--- config.mk ---
export PLATFORM = sky130hd
export DESIGN_NAME = deadline_timer_queue_unit
export DESIGN_NICKNAME = d
export VERILOG_FILES = /design/src/rtl/dtq_pkg.sv /design/src/rtl/deadline_timer_queue_unit.sv /design/src/rtl/dtq_ram.sv
export VERILOG_INCLUDE_DIRS = /design/src /design/src/rtl
export SDC_FILE = /design/constraint.sdc
export NUM_CORES = 2
export LEC_CHECK = 0
export ABC_AREA = 0
export BUFFER_PORTS_ARGS = -buffer_cell sky130_fd_sc_hd__buf_2
export CAP_MARGIN = 5
export CORE_ASPECT_RATIO = 1.75
export CORE_UTILIZATION = 67
export CTS_CLUSTER_SIZE = 12
export DETAILED_ROUTE_END_ITERATION = 12
export PLACE_DENSITY = 0.84
export REMOVE_ABC_BUFFERS = 1
export SETUP_SLACK_MARGIN = 0.15
export SLEW_MARGIN = 25
export SYNTH_ARGS = -nofsm -noshare
export SYNTH_HDL_FRONTEND = slang
export SYNTH_SLANG_ARGS = --single-unit
--- constraint.sdc ---
create_clock -name clk -period 41.1 [get_ports clk]
set_input_delay 2.055 -clock clk [delete_from_list [all_inputs] [get_ports clk]]
set_output_delay 2.055 -clock clk [all_outputs]
set_load 0.01 [all_outputs]
--- src/rtl/deadline_timer_queue_unit_assert.svh ---
// assertion macros for the deadline timer queue
// expects clk and rst_n in the scope of use
`ifndef DEADLINE_TIMER_QUEUE_UNIT_ASSERT_SVH
`define DEADLINE_TIMER_QUEUE_UNIT_ASSERT_SVH

// same-cycle implication
`define DTQ_ASSERT_IMP(lbl, ante, cons, msg) \
    lbl: assert property (@(posedge clk) disable iff (!rst_n) (ante) |-> (cons)) \
        else $error(msg);

// next-cycle implication
`define DTQ_ASSERT_NEXT(lbl, ante, cons, msg) \
    lbl: assert property (@(posedge clk) disable iff (!rst_n) (ante) |=> (cons)) \
        else $error(msg);

`endif

--- src/rtl/dtq_pkg.sv ---
// shared constants, types and helpers of the deadline timer queue
// no dependencies
package dtq_pkg;

    localparam int ENTRIES     = 16;
    localparam int MAX_RESULTS = 16;
    localparam int AW          = (ENTRIES > 1) ? $clog2(ENTRIES) : 1;
    localparam int CW          = $clog2(ENTRIES + 1);
    localparam int NW          = $clog2(MAX_RESULTS + 1);

    localparam logic [31:0] HALF_RANGE = 32'h8000_0000;
    localparam logic [30:0] DELAY_SIGN = 31'h4000_0000;

    localparam logic [1:0] OP_SET   = 2'd0;
    localparam logic [1:0] OP_KILL  = 2'd1;
    localparam logic [1:0] OP_EXIST = 2'd2;
    localparam logic [1:0] OP_TICK  = 2'd3;

    localparam logic [2:0] KIND_FIRED = 3'd0;
    localparam logic [2:0] KIND_EXIST = 3'd1;
    localparam logic [2:0] KIND_DONE  = 3'd2;
    localparam logic [2:0] KIND_FULL  = 3'd3;
    localparam logic [2:0] KIND_NONE  = 3'd4;

    typedef struct packed {
        logic [31:0] deadline;
        logic [30:0] period;
        logic [31:0] owner;
    } entry_t;

    typedef struct packed {
        logic [2:0]  kind;
        logic [31:0] id;
        logic        found;
        logic        last;
    } emit_t;

    function automatic logic [31:0] magnitude(input logic [30:0] p);
        logic [31:0] r;
        if ((p & DELAY_SIGN) != 31'd0)
            r = HALF_RANGE - {1'b0, p};
        else
            r = {1'b0, p};
        return r;
    endfunction

    // ring position of a logical slot
    function automatic logic [AW-1:0] phys(input logic [AW-1:0] b, input logic [AW-1:0] l);
        logic [AW:0] s;
        s = {1'b0, b} + {1'b0, l};
        if (s >= (AW+1)'(ENTRIES))
            s = s - (AW+1)'(ENTRIES);
        return s[AW-1:0];
    endfunction

endpackage

--- src/rtl/deadline_timer_queue_unit.sv ---
// top level of the deadline timer queue: control sequencer over a ring-ordered timer ram
// depends on dtq_pkg, dtq_ram and deadline_timer_queue_unit_assert.svh
//
// channel  signals                                    dir
// in       in_valid in_ready opcode now delay         in
//          owner_id id_limit
// out      out_valid out_ready kind fired_id found    out
//          last
//
// one word at a time; in_ready is high only while the sequencer is idle
// set: forward scan that moves later entries up one per cycle; an empty table takes the
//   entry without a scan, and a full one answers with a full result
// kill and exists: one entry scanned per cycle through the ram read port
// tick: a backwards clock first scans the table and zeroes deadlines above half range; then
//   each expired timer fires from the head, and one with a negative period is re-armed by a set scan
// a stalled output holds the sequencer before its next result; reset empties the table at once
`include "deadline_timer_queue_unit_assert.svh"
module deadline_timer_queue_unit
    import dtq_pkg::*;
(
    input  logic               clk,
    input  logic               rst_n,
    input  logic               in_valid,
    output logic               in_ready,
    input  logic [1:0]         opcode,
    input  logic [31:0]        now,
    input  logic signed [30:0] delay,
    input  logic [31:0]        owner_id,
    input  logic [31:0]        id_limit,
    output logic               out_valid,
    input  logic               out_ready,
    output logic [2:0]         kind,
    output logic [31:0]        fired_id,
    output logic               found,
    output logic               last
);

    localparam logic [3:0] S_IDLE  = 4'd0;
    localparam logic [3:0] S_DISP  = 4'd1;
    localparam logic [3:0] S_INS0  = 4'd2;
    localparam logic [3:0] S_INS   = 4'd3;
    localparam logic [3:0] S_INSH  = 4'd4;
    localparam logic [3:0] S_KILL  = 4'd5;
    localparam logic [3:0] S_EXIST = 4'd6;
    localparam logic [3:0] S_CLR   = 4'd7;
    localparam logic [3:0] S_FRD   = 4'd8;
    localparam logic [3:0] S_FCHK  = 4'd9;
    localparam logic [3:0] S_FPOST = 4'd10;
    localparam logic [3:0] S_EMIT  = 4'd11;

    logic [3:0]    state_reg, state_next;
    logic [3:0]    ret_reg, ret_next;
    logic [1:0]    op_reg, op_next;
    logic [31:0]   now_reg, now_next;
    logic [30:0]   dly_reg, dly_next;
    logic [31:0]   own_reg, own_next;
    logic [31:0]   lim_reg, lim_next;
    logic [CW-1:0] count_reg, count_next;
    logic [AW-1:0] base_reg, base_next;
    logic [31:0]   last_tick_reg, last_tick_next;
    logic [AW-1:0] idx_reg, idx_next;
    logic [CW-1:0] wr_reg, wr_next;
    logic          hit_reg, hit_next;
    logic [NW-1:0] n_reg, n_next;
    logic          pend_valid_reg, pend_valid_next;
    logic [31:0]   pend_id_reg, pend_id_next;
    logic [30:0]   per_reg, per_next;
    logic [31:0]   ins_dl_reg, ins_dl_next;
    logic [30:0]   ins_per_reg, ins_per_next;
    logic [31:0]   ins_own_reg, ins_own_next;
    logic          rearm_reg, rearm_next;
    emit_t         emit_reg, emit_next;
    logic          out_valid_reg, out_valid_next;
    emit_t         out_reg, out_next;

    logic          ram_we;
    logic [AW-1:0] ram_waddr;
    entry_t        ram_wdata;
    logic [AW-1:0] ram_raddr;
    entry_t        q;

    logic          scan_end;
    logic          kept;
    logic          hit_now;
    entry_t        new_entry;
    entry_t        cleared;

    dtq_ram #(
        .WIDTH($bits(entry_t)),
        .DEPTH(ENTRIES)
    ) u_ram (
        .clk  (clk),
        .we   (ram_we),
        .waddr(ram_waddr),
        .wdata(ram_wdata),
        .raddr(ram_raddr),
        .rdata(q)
    );

    assign in_ready  = (state_reg == S_IDLE);
    assign out_valid = out_valid_reg;
    assign kind      = out_reg.kind;
    assign fired_id  = out_reg.id;
    assign found     = out_reg.found;
    assign last      = out_reg.last;

    assign scan_end  = ((CW'(idx_reg) + CW'(1)) == count_reg);
    assign kept      = !((q.owner >= own_reg) && (q.owner < lim_reg));
    assign hit_now   = hit_reg | (q.owner == own_reg);
    assign new_entry = '{deadline: ins_dl_reg, period: ins_per_reg, owner: ins_own_reg};
    assign cleared   = '{deadline: 32'd0, period: q.period, owner: q.owner};

    always_comb
    begin
        state_next      = state_reg;
        ret_next        = ret_reg;
        op_next         = op_reg;
        now_next        = now_reg;
        dly_next        = dly_reg;
        own_next        = own_reg;
        lim_next        = lim_reg;
        count_next      = count_reg;
        base_next       = base_reg;
        last_tick_next  = last_tick_reg;
        idx_next        = idx_reg;
        wr_next         = wr_reg;
        hit_next        = hit_reg;
        n_next          = n_reg;
        pend_valid_next = pend_valid_reg;
        pend_id_next    = pend_id_reg;
        per_next        = per_reg;
        ins_dl_next     = ins_dl_reg;
        ins_per_next    = ins_per_reg;
        ins_own_next    = ins_own_reg;
        rearm_next      = rearm_reg;
        emit_next       = emit_reg;
        out_next        = out_reg;
        out_valid_next  = out_valid_reg && !out_ready;
        ram_we          = 1'b0;
        ram_waddr       = '0;
        ram_wdata       = q;
        ram_raddr       = '0;

        unique case (state_reg)
            S_IDLE:
            begin
                if (in_valid)
                begin
                    op_next    = opcode;
                    now_next   = now;
                    dly_next   = delay;
                    own_next   = owner_id;
                    lim_next   = id_limit;
                    state_next = S_DISP;
                end
            end
            S_DISP:
            begin
                idx_next = '0;
                wr_next  = '0;
                hit_next = 1'b0;
                ram_raddr = phys(base_reg, AW'(0));
                unique case (op_reg)
                    OP_SET:
                    begin
                        if (count_reg == CW'(ENTRIES))
                        begin
                            emit_next  = '{kind: KIND_FULL, id: 32'd0, found: 1'b0, last: 1'b1};
                            ret_next   = S_IDLE;
                            state_next = S_EMIT;
                        end
                        else
                        begin
                            ins_dl_next  = now_reg + magnitude(dly_reg);
                            ins_per_next = dly_reg;
                            ins_own_next = own_reg;
                            rearm_next   = 1'b0;
                            state_next   = S_INS0;
                        end
                    end
                    OP_KILL:
                    begin
                        if (count_reg == '0)
                        begin
                            emit_next  = '{kind: KIND_DONE, id: 32'd0, found: 1'b0, last: 1'b1};
                            ret_next   = S_IDLE;
                            state_next = S_EMIT;
                        end
                        else
                        begin
                            state_next = S_KILL;
                        end
                    end
                    OP_EXIST:
                    begin
                        if (count_reg == '0)
                        begin
                            emit_next  = '{kind: KIND_EXIST, id: 32'd0, found: 1'b0, last: 1'b1};
                            ret_next   = S_IDLE;
                            state_next = S_EMIT;
                        end
                        else
                        begin
                            state_next = S_EXIST;
                        end
                    end
                    OP_TICK:
                    begin
                        last_tick_next  = now_reg;
                        n_next          = '0;
                        pend_valid_next = 1'b0;
                        if ((last_tick_reg > now_reg) && (count_reg != '0))
                            state_next = S_CLR;
                        else
                            state_next = S_FRD;
                    end
                    default:
                    begin
                        state_next = S_IDLE;
                    end
                endcase
            end
            S_INS0:
            begin
                if (count_reg == '0)
                begin
                    ram_we     = 1'b1;
                    ram_waddr  = phys(base_reg, AW'(0));
                    ram_wdata  = new_entry;
                    count_next = count_reg + CW'(1);
                    if (rearm_reg)
                    begin
                        state_next = S_FRD;
                    end
                    else
                    begin
                        emit_next  = '{kind: KIND_DONE, id: 32'd0, found: 1'b0, last: 1'b1};
                        ret_next   = S_IDLE;
                        state_next = S_EMIT;
                    end
                end
                else
                begin
                    ram_raddr  = phys(base_reg, AW'(0));
                    idx_next   = '0;
                    hit_next   = 1'b0;
                    state_next = S_INS;
                end
            end
            S_INS:
            begin
                // once placed, each entry is swapped with the one carried along
                if (hit_reg || (ins_dl_reg < q.deadline))
                begin
                    ram_we       = 1'b1;
                    ram_waddr    = phys(base_reg, idx_reg);
                    ram_wdata    = new_entry;
                    ins_dl_next  = q.deadline;
                    ins_per_next = q.period;
                    ins_own_next = q.owner;
                    hit_next     = 1'b1;
                end
                if (scan_end)
                begin
                    state_next = S_INSH;
                end
                else
                begin
                    ram_raddr = phys(base_reg, idx_reg + AW'(1));
                    idx_next  = idx_reg + AW'(1);
                end
            end
            S_INSH:
            begin
                ram_we     = 1'b1;
                ram_waddr  = phys(base_reg, count_reg[AW-1:0]);
                ram_wdata  = new_entry;
                count_next = count_reg + CW'(1);
                if (rearm_reg)
                begin
                    state_next = S_FRD;
                end
                else
                begin
                    emit_next  = '{kind: KIND_DONE, id: 32'd0, found: 1'b0, last: 1'b1};
                    ret_next   = S_IDLE;
                    state_next = S_EMIT;
                end
            end
            S_KILL:
            begin
                if (kept)
                begin
                    ram_we    = 1'b1;
                    ram_waddr = phys(base_reg, wr_reg[AW-1:0]);
                    ram_wdata = q;
                    wr_next   = wr_reg + CW'(1);
                end
                if (scan_end)
                begin
                    count_next = kept ? (wr_reg + CW'(1)) : wr_reg;
                    emit_next  = '{kind: KIND_DONE, id: 32'd0, found: 1'b0, last: 1'b1};
                    ret_next   = S_IDLE;
                    state_next = S_EMIT;
                end
                else
                begin
                    ram_raddr = phys(base_reg, idx_reg + AW'(1));
                    idx_next  = idx_reg + AW'(1);
                end
            end
            S_EXIST:
            begin
                hit_next = hit_now;
                if (scan_end)
                begin
                    emit_next  = '{kind: KIND_EXIST, id: 32'd0, found: hit_now, last: 1'b1};
                    ret_next   = S_IDLE;
                    state_next = S_EMIT;
                end
                else
                begin
                    ram_raddr = phys(base_reg, idx_reg + AW'(1));
                    idx_next  = idx_reg + AW'(1);
                end
            end
            S_CLR:
            begin
                if (q.deadline > HALF_RANGE)
                begin
                    ram_we    = 1'b1;
                    ram_waddr = phys(base_reg, idx_reg);
                    ram_wdata = cleared;
                end
                if (scan_end)
                begin
                    state_next = S_FRD;
                end
                else
                begin
                    ram_raddr = phys(base_reg, idx_reg + AW'(1));
                    idx_next  = idx_reg + AW'(1);
                end
            end
            S_FRD:
            begin
                if ((n_reg == NW'(MAX_RESULTS)) || (count_reg == '0))
                begin
                    emit_next  = '{kind: pend_valid_reg ? KIND_FIRED : KIND_NONE,
                                   id: pend_valid_reg ? pend_id_reg : 32'd0,
                                   found: 1'b0, last: 1'b1};
                    ret_next   = S_IDLE;
                    state_next = S_EMIT;
                end
                else
                begin
                    ram_raddr  = phys(base_reg, AW'(0));
                    state_next = S_FCHK;
                end
            end
            S_FCHK:
            begin
                if (q.deadline < now_reg)
                begin
                    base_next       = (base_reg == AW'(ENTRIES - 1)) ? '0 : (base_reg + AW'(1));
                    count_next      = count_reg - CW'(1);
                    n_next          = n_reg + NW'(1);
                    per_next        = q.period;
                    pend_id_next    = q.owner;
                    pend_valid_next = 1'b1;
                    emit_next       = '{kind: KIND_FIRED, id: pend_id_reg, found: 1'b0,
                                        last: 1'b0};
                    ret_next        = S_FPOST;
                    state_next      = pend_valid_reg ? S_EMIT : S_FPOST;
                end
                else
                begin
                    emit_next  = '{kind: pend_valid_reg ? KIND_FIRED : KIND_NONE,
                                   id: pend_valid_reg ? pend_id_reg : 32'd0,
                                   found: 1'b0, last: 1'b1};
                    ret_next   = S_IDLE;
                    state_next = S_EMIT;
                end
            end
            S_FPOST:
            begin
                if ((per_reg & DELAY_SIGN) != 31'd0)
                begin
                    ins_dl_next  = now_reg + magnitude(per_reg);
                    ins_per_next = per_reg;
                    ins_own_next = pend_id_reg;
                    rearm_next   = 1'b1;
                    state_next   = S_INS0;
                end
                else
                begin
                    state_next = S_FRD;
                end
            end
            S_EMIT:
            begin
                if (!out_valid_reg || out_ready)
                begin
                    out_next       = emit_reg;
                    out_valid_next = 1'b1;
                    state_next     = ret_reg;
                end
            end
            default:
            begin
                state_next = S_IDLE;
            end
        endcase
    end

    always_ff @(posedge clk or negedge rst_n)
    begin
        if (!rst_n)
        begin
            state_reg      <= S_IDLE;
            ret_reg        <= S_IDLE;
            count_reg      <= '0;
            base_reg       <= '0;
            last_tick_reg  <= '0;
            n_reg          <= '0;
            pend_valid_reg <= 1'b0;
            rearm_reg      <= 1'b0;
            out_valid_reg  <= 1'b0;
        end
        else
        begin
            state_reg      <= state_next;
            ret_reg        <= ret_next;
            count_reg      <= count_next;
            base_reg       <= base_next;
            last_tick_reg  <= last_tick_next;
            n_reg          <= n_next;
            pend_valid_reg <= pend_valid_next;
            rearm_reg      <= rearm_next;
            out_valid_reg  <= out_valid_next;
        end
    end

    always_ff @(posedge clk)
    begin
        op_reg      <= op_next;
        now_reg     <= now_next;
        dly_reg     <= dly_next;
        own_reg     <= own_next;
        lim_reg     <= lim_next;
        idx_reg     <= idx_next;
        wr_reg      <= wr_next;
        hit_reg     <= hit_next;
        pend_id_reg <= pend_id_next;
        per_reg     <= per_next;
        ins_dl_reg  <= ins_dl_next;
        ins_per_reg <= ins_per_next;
        ins_own_reg <= ins_own_next;
        emit_reg    <= emit_next;
        out_reg     <= out_next;
    end

    // table occupancy and per-tick fire count stay in range
    `DTQ_ASSERT_IMP(a_count_range, 1'b1, count_reg <= CW'(ENTRIES), "entry count overflow")
    `DTQ_ASSERT_IMP(a_fire_cap, 1'b1, n_reg <= NW'(MAX_RESULTS), "fire count overflow")
    // an accepted word goes straight to dispatch
    `DTQ_ASSERT_NEXT(a_accept_disp, in_valid && in_ready, state_reg == S_DISP,
        "accepted word not dispatched")
    // the ram is never written while idle
    `DTQ_ASSERT_IMP(a_idle_no_write, state_reg == S_IDLE, !ram_we, "ram write while idle")

endmodule

--- src/rtl/dtq_ram.sv ---
// generic single-write, single-read ram with registered read data
// no dependencies
module dtq_ram #(
    parameter int WIDTH = 8,
    parameter int DEPTH = 16
) (
    input  logic                                     clk,
    input  logic                                     we,
    input  logic [((DEPTH > 1) ? $clog2(DEPTH) : 1)-1:0] waddr,
    input  logic [WIDTH-1:0]                         wdata,
    input  logic [((DEPTH > 1) ? $clog2(DEPTH) : 1)-1:0] raddr,
    output logic [WIDTH-1:0]                         rdata
);

    logic [WIDTH-1:0] mem [DEPTH];

    always_ff @(posedge clk)
    begin
        if (we)
        begin
            mem[waddr] <= wdata;
        end
        rdata <= mem[raddr];
    end

endmodule
==> impl_metrics.yaml <==
final_layout:
  final_nets: 6224
  fill_cells: 7249
  largest_reg_flops: 1520
  final_util: 0.740
  syn_to_final_growth_pct: 9.80
  drive_gt1_frac: 0.0975
  fin_cells: 7674
routing:
  first_pass_iters: 6
  drt_wl_total_mm: 225
  antenna_left: 0
  drcViolationCount: 0
  vias_per_cell: 7.04
  drt_iter0_drc: 7792
  vias: 54000
  wl_per_cell_um: 29.3
timing:
  finalHoldViolCount: 0
  setup_viol: 0
  timing.fmax_ghz: 0.143
  fin_crit_ps: 6980
  tightest_slew_ps: 1260
  tns_ps: 0
  rsz0062_at_grt: "no"
  setup_slack_ps: 34120
  slew_violations: 0
  finClkSkew_ps: 30.7
  post-route-period-util: 0.170
  relSlewSlack: 0.158
min_path:
  hold_depth: 0
  hold_class: "reg -> reg"
  min_from: "emit_reg[16]"
  hold_end: "fired_id[14]"
grt:
  first_global_vias: 53600
  use_met3: 0.0615
  globalRouteMet2Util: 0.564
  met1_usage: 0.452
  overflow: 0
  grt_max_degree: 225
  grt.total_usage: 0.351
  grt_pass1_wl_mm: 330
  gr-max-usage-layer: "met2"
  antenna_found_initial: 5
critical_path:
  r2r-start: "u_ram.rdata[9]"
  cp-start-kind: "register"
  worst_ep_arrival_time_ps: 7400
  critical_path_required_ps: 41520
  reg2reg_depth: 11
  critPathMaxFanout: 42
  critPathCaptureType: "register"
  path_class: "reg -> reg"
  r2r-end: "u_ram.mem[14][48]"
  rrSetupSlack_ps: 34120
yosys:
  ys_seq_area_frac: 0.711
  yosys.area.top_type_share: 0.673
  yosysMostFrequentCell: "edfxtp_1"
  yosysTopAreaCell: "edfxtp_1"
  synthArstFlopShare: 0.0265
  synth_edf_count: 1891
  synth-seq-cells: 2040
  netlist_top_cells_count: "1891 x edfxtp_1, 646 x nand2_1, 517 x a21oi_1, 382 x a221oi_1, 382 x mux2i_1"
  synth_flop_cell: "edfxtp_1"
  synth.distinct_cells: 80
  syn_inst: 5749
  syn_area_um2: 84400
  syn_area_per_cell_um2: 14.7
  yosysWarnings: 0
  ys_top_cells_by_area: "edfxtp_1 67%, mux2i_1 4.5%, a221oi_1 4.0%, ha_1 3.2%, a21oi_1 3.1%"
cts:
  cts.path.max_buffers: 3
  cts.reportedPaths.clkPinSlew_ps: 60
  cts_tree: "done"
  root_buffer: "clkbuf_16"
  cts-resized-gates: 0
  worst_skew_pair.late_latency_ps: 820
  cts_inserted_buffers: 192
  cts_hold_buf: 0
  clock_sinks: 2040
  cts_setup_buffers: 0
  cts-htree-levels: 4
floorplanning:
  pin_count: 172
  dieArea_um2: 128000
  core_um2: 125000
  start_util: 0.674
  die_w_um: 270
  die_y_um: 472
  rows: 172
placed_design:
  dp_slack_ps: 34220
  dp_hpwl_mm: 121
  place_inst: 7327
  port_buffers: 171
  gp_congestion: 0.965
run_status:
  status: "complete, no violations"
job:
  drv_cap: 0
critical path, stage by stage, from the launching register on:
cell and delay, ps:
dfxtp_1 500, ha_1 320, a21o_1 190, a2111oi_0 750
o211ai_1 360, a31oi_1 580, o311a_1 620, o21ai_0 320
nand2b_1 420, nor2_4 760, buf_4 830, buf_4 870
through the flow:
step                cell area [um2]  hold WS, ps
detailed placement            86900          405
global route                  92700          423
floorplan                     82900          400
CTS                           92700          419
global placement              86800          402
finish                        92700          418
layout make-up:
class | instances | area (um2) | area share
Antenna cell | 1 | 2.50 | 0.0000270
Timing Repair Buffer | 254 | 1700 | 0.0183
Sequential cell | 2040 | 60000 | 0.648
Tap cell | 1653 | 2070 | 0.0223
Clock inverter | 23 | 315 | 0.00340
Clock buffer | 322 | 5420 | 0.0585
Multi-Input combinational cell | 3212 | 22500 | 0.243
Inverter | 169 | 636 | 0.00686
how the worst max path moves through the flow:
stage	endpoint	start	slack, ps	cells past startpoint
after detailed placement	u_ram.mem[10][35]	u_ram.rdata[9]	34220	11
after floorplan	u_ram.rdata[0]	idx_reg[0]	-6600	6
after global routing	u_ram.mem[14][43]	u_ram.rdata[9]	34050	11
after global placement	u_ram.rdata[23]	idx_reg[0]	34440	12
final	u_ram.mem[14][48]	u_ram.rdata[9]	34120	11
after CTS	u_ram.mem[10][35]	u_ram.rdata[9]	34280	11
kinds of logic (layout without fill, tap and decap cells):
| logic type | Yosys count | in the layout | share of synthesized area |
|---|---|---|---|
| AOI/OAI and AO/OA | 1304 | 1304 | 0.104 |
| xor gates and xnor gates | 101 | 101 | 0.0106 |
| adders and majority gates | 223 | 223 | 0.0335 |
| buffers and inverters | 497 | 768 | 0.0251 |
| DFF | 2040 | 2040 | 0.711 |
| muxes | 447 | 447 | 0.0540 |
| other | 0 | 1 | 0 |
| and+or+nand+nor | 1137 | 1137 | 0.0618 |
cell usage in the layout, fill, tap and decap left out, types with 38 or more instances in the layout:
cell type,count
a221oi_1,382
xnor2_1,56
nor2_1,123
ha_1,216
edfxtp_1,1891
buf_4,63
dfrtp_1,54
clkbuf_1,123
a22oi_1,63
clkbuf_16,197
and2_1,38
o21ai_0,127
mux2_2,65
a21oi_1,517
dfxtp_1,95
or4_1,102
nand2_1,641
buf_2,171
mux2i_1,382
a21o_1,55
nand3_1,42
xor2_1,44
inv_1,167
per-layer routing:
layer,share of wire,vias to the layer above
li1,-,22600
met1,0.34,26500
met2,0.48,4052
met3,0.11,844
met4,0.060,4
met5,0.00012,-
Power is left out: the tool's default activity adds up to more than one toggle a clock period on the data nets, which glitch-free logic cannot reach.
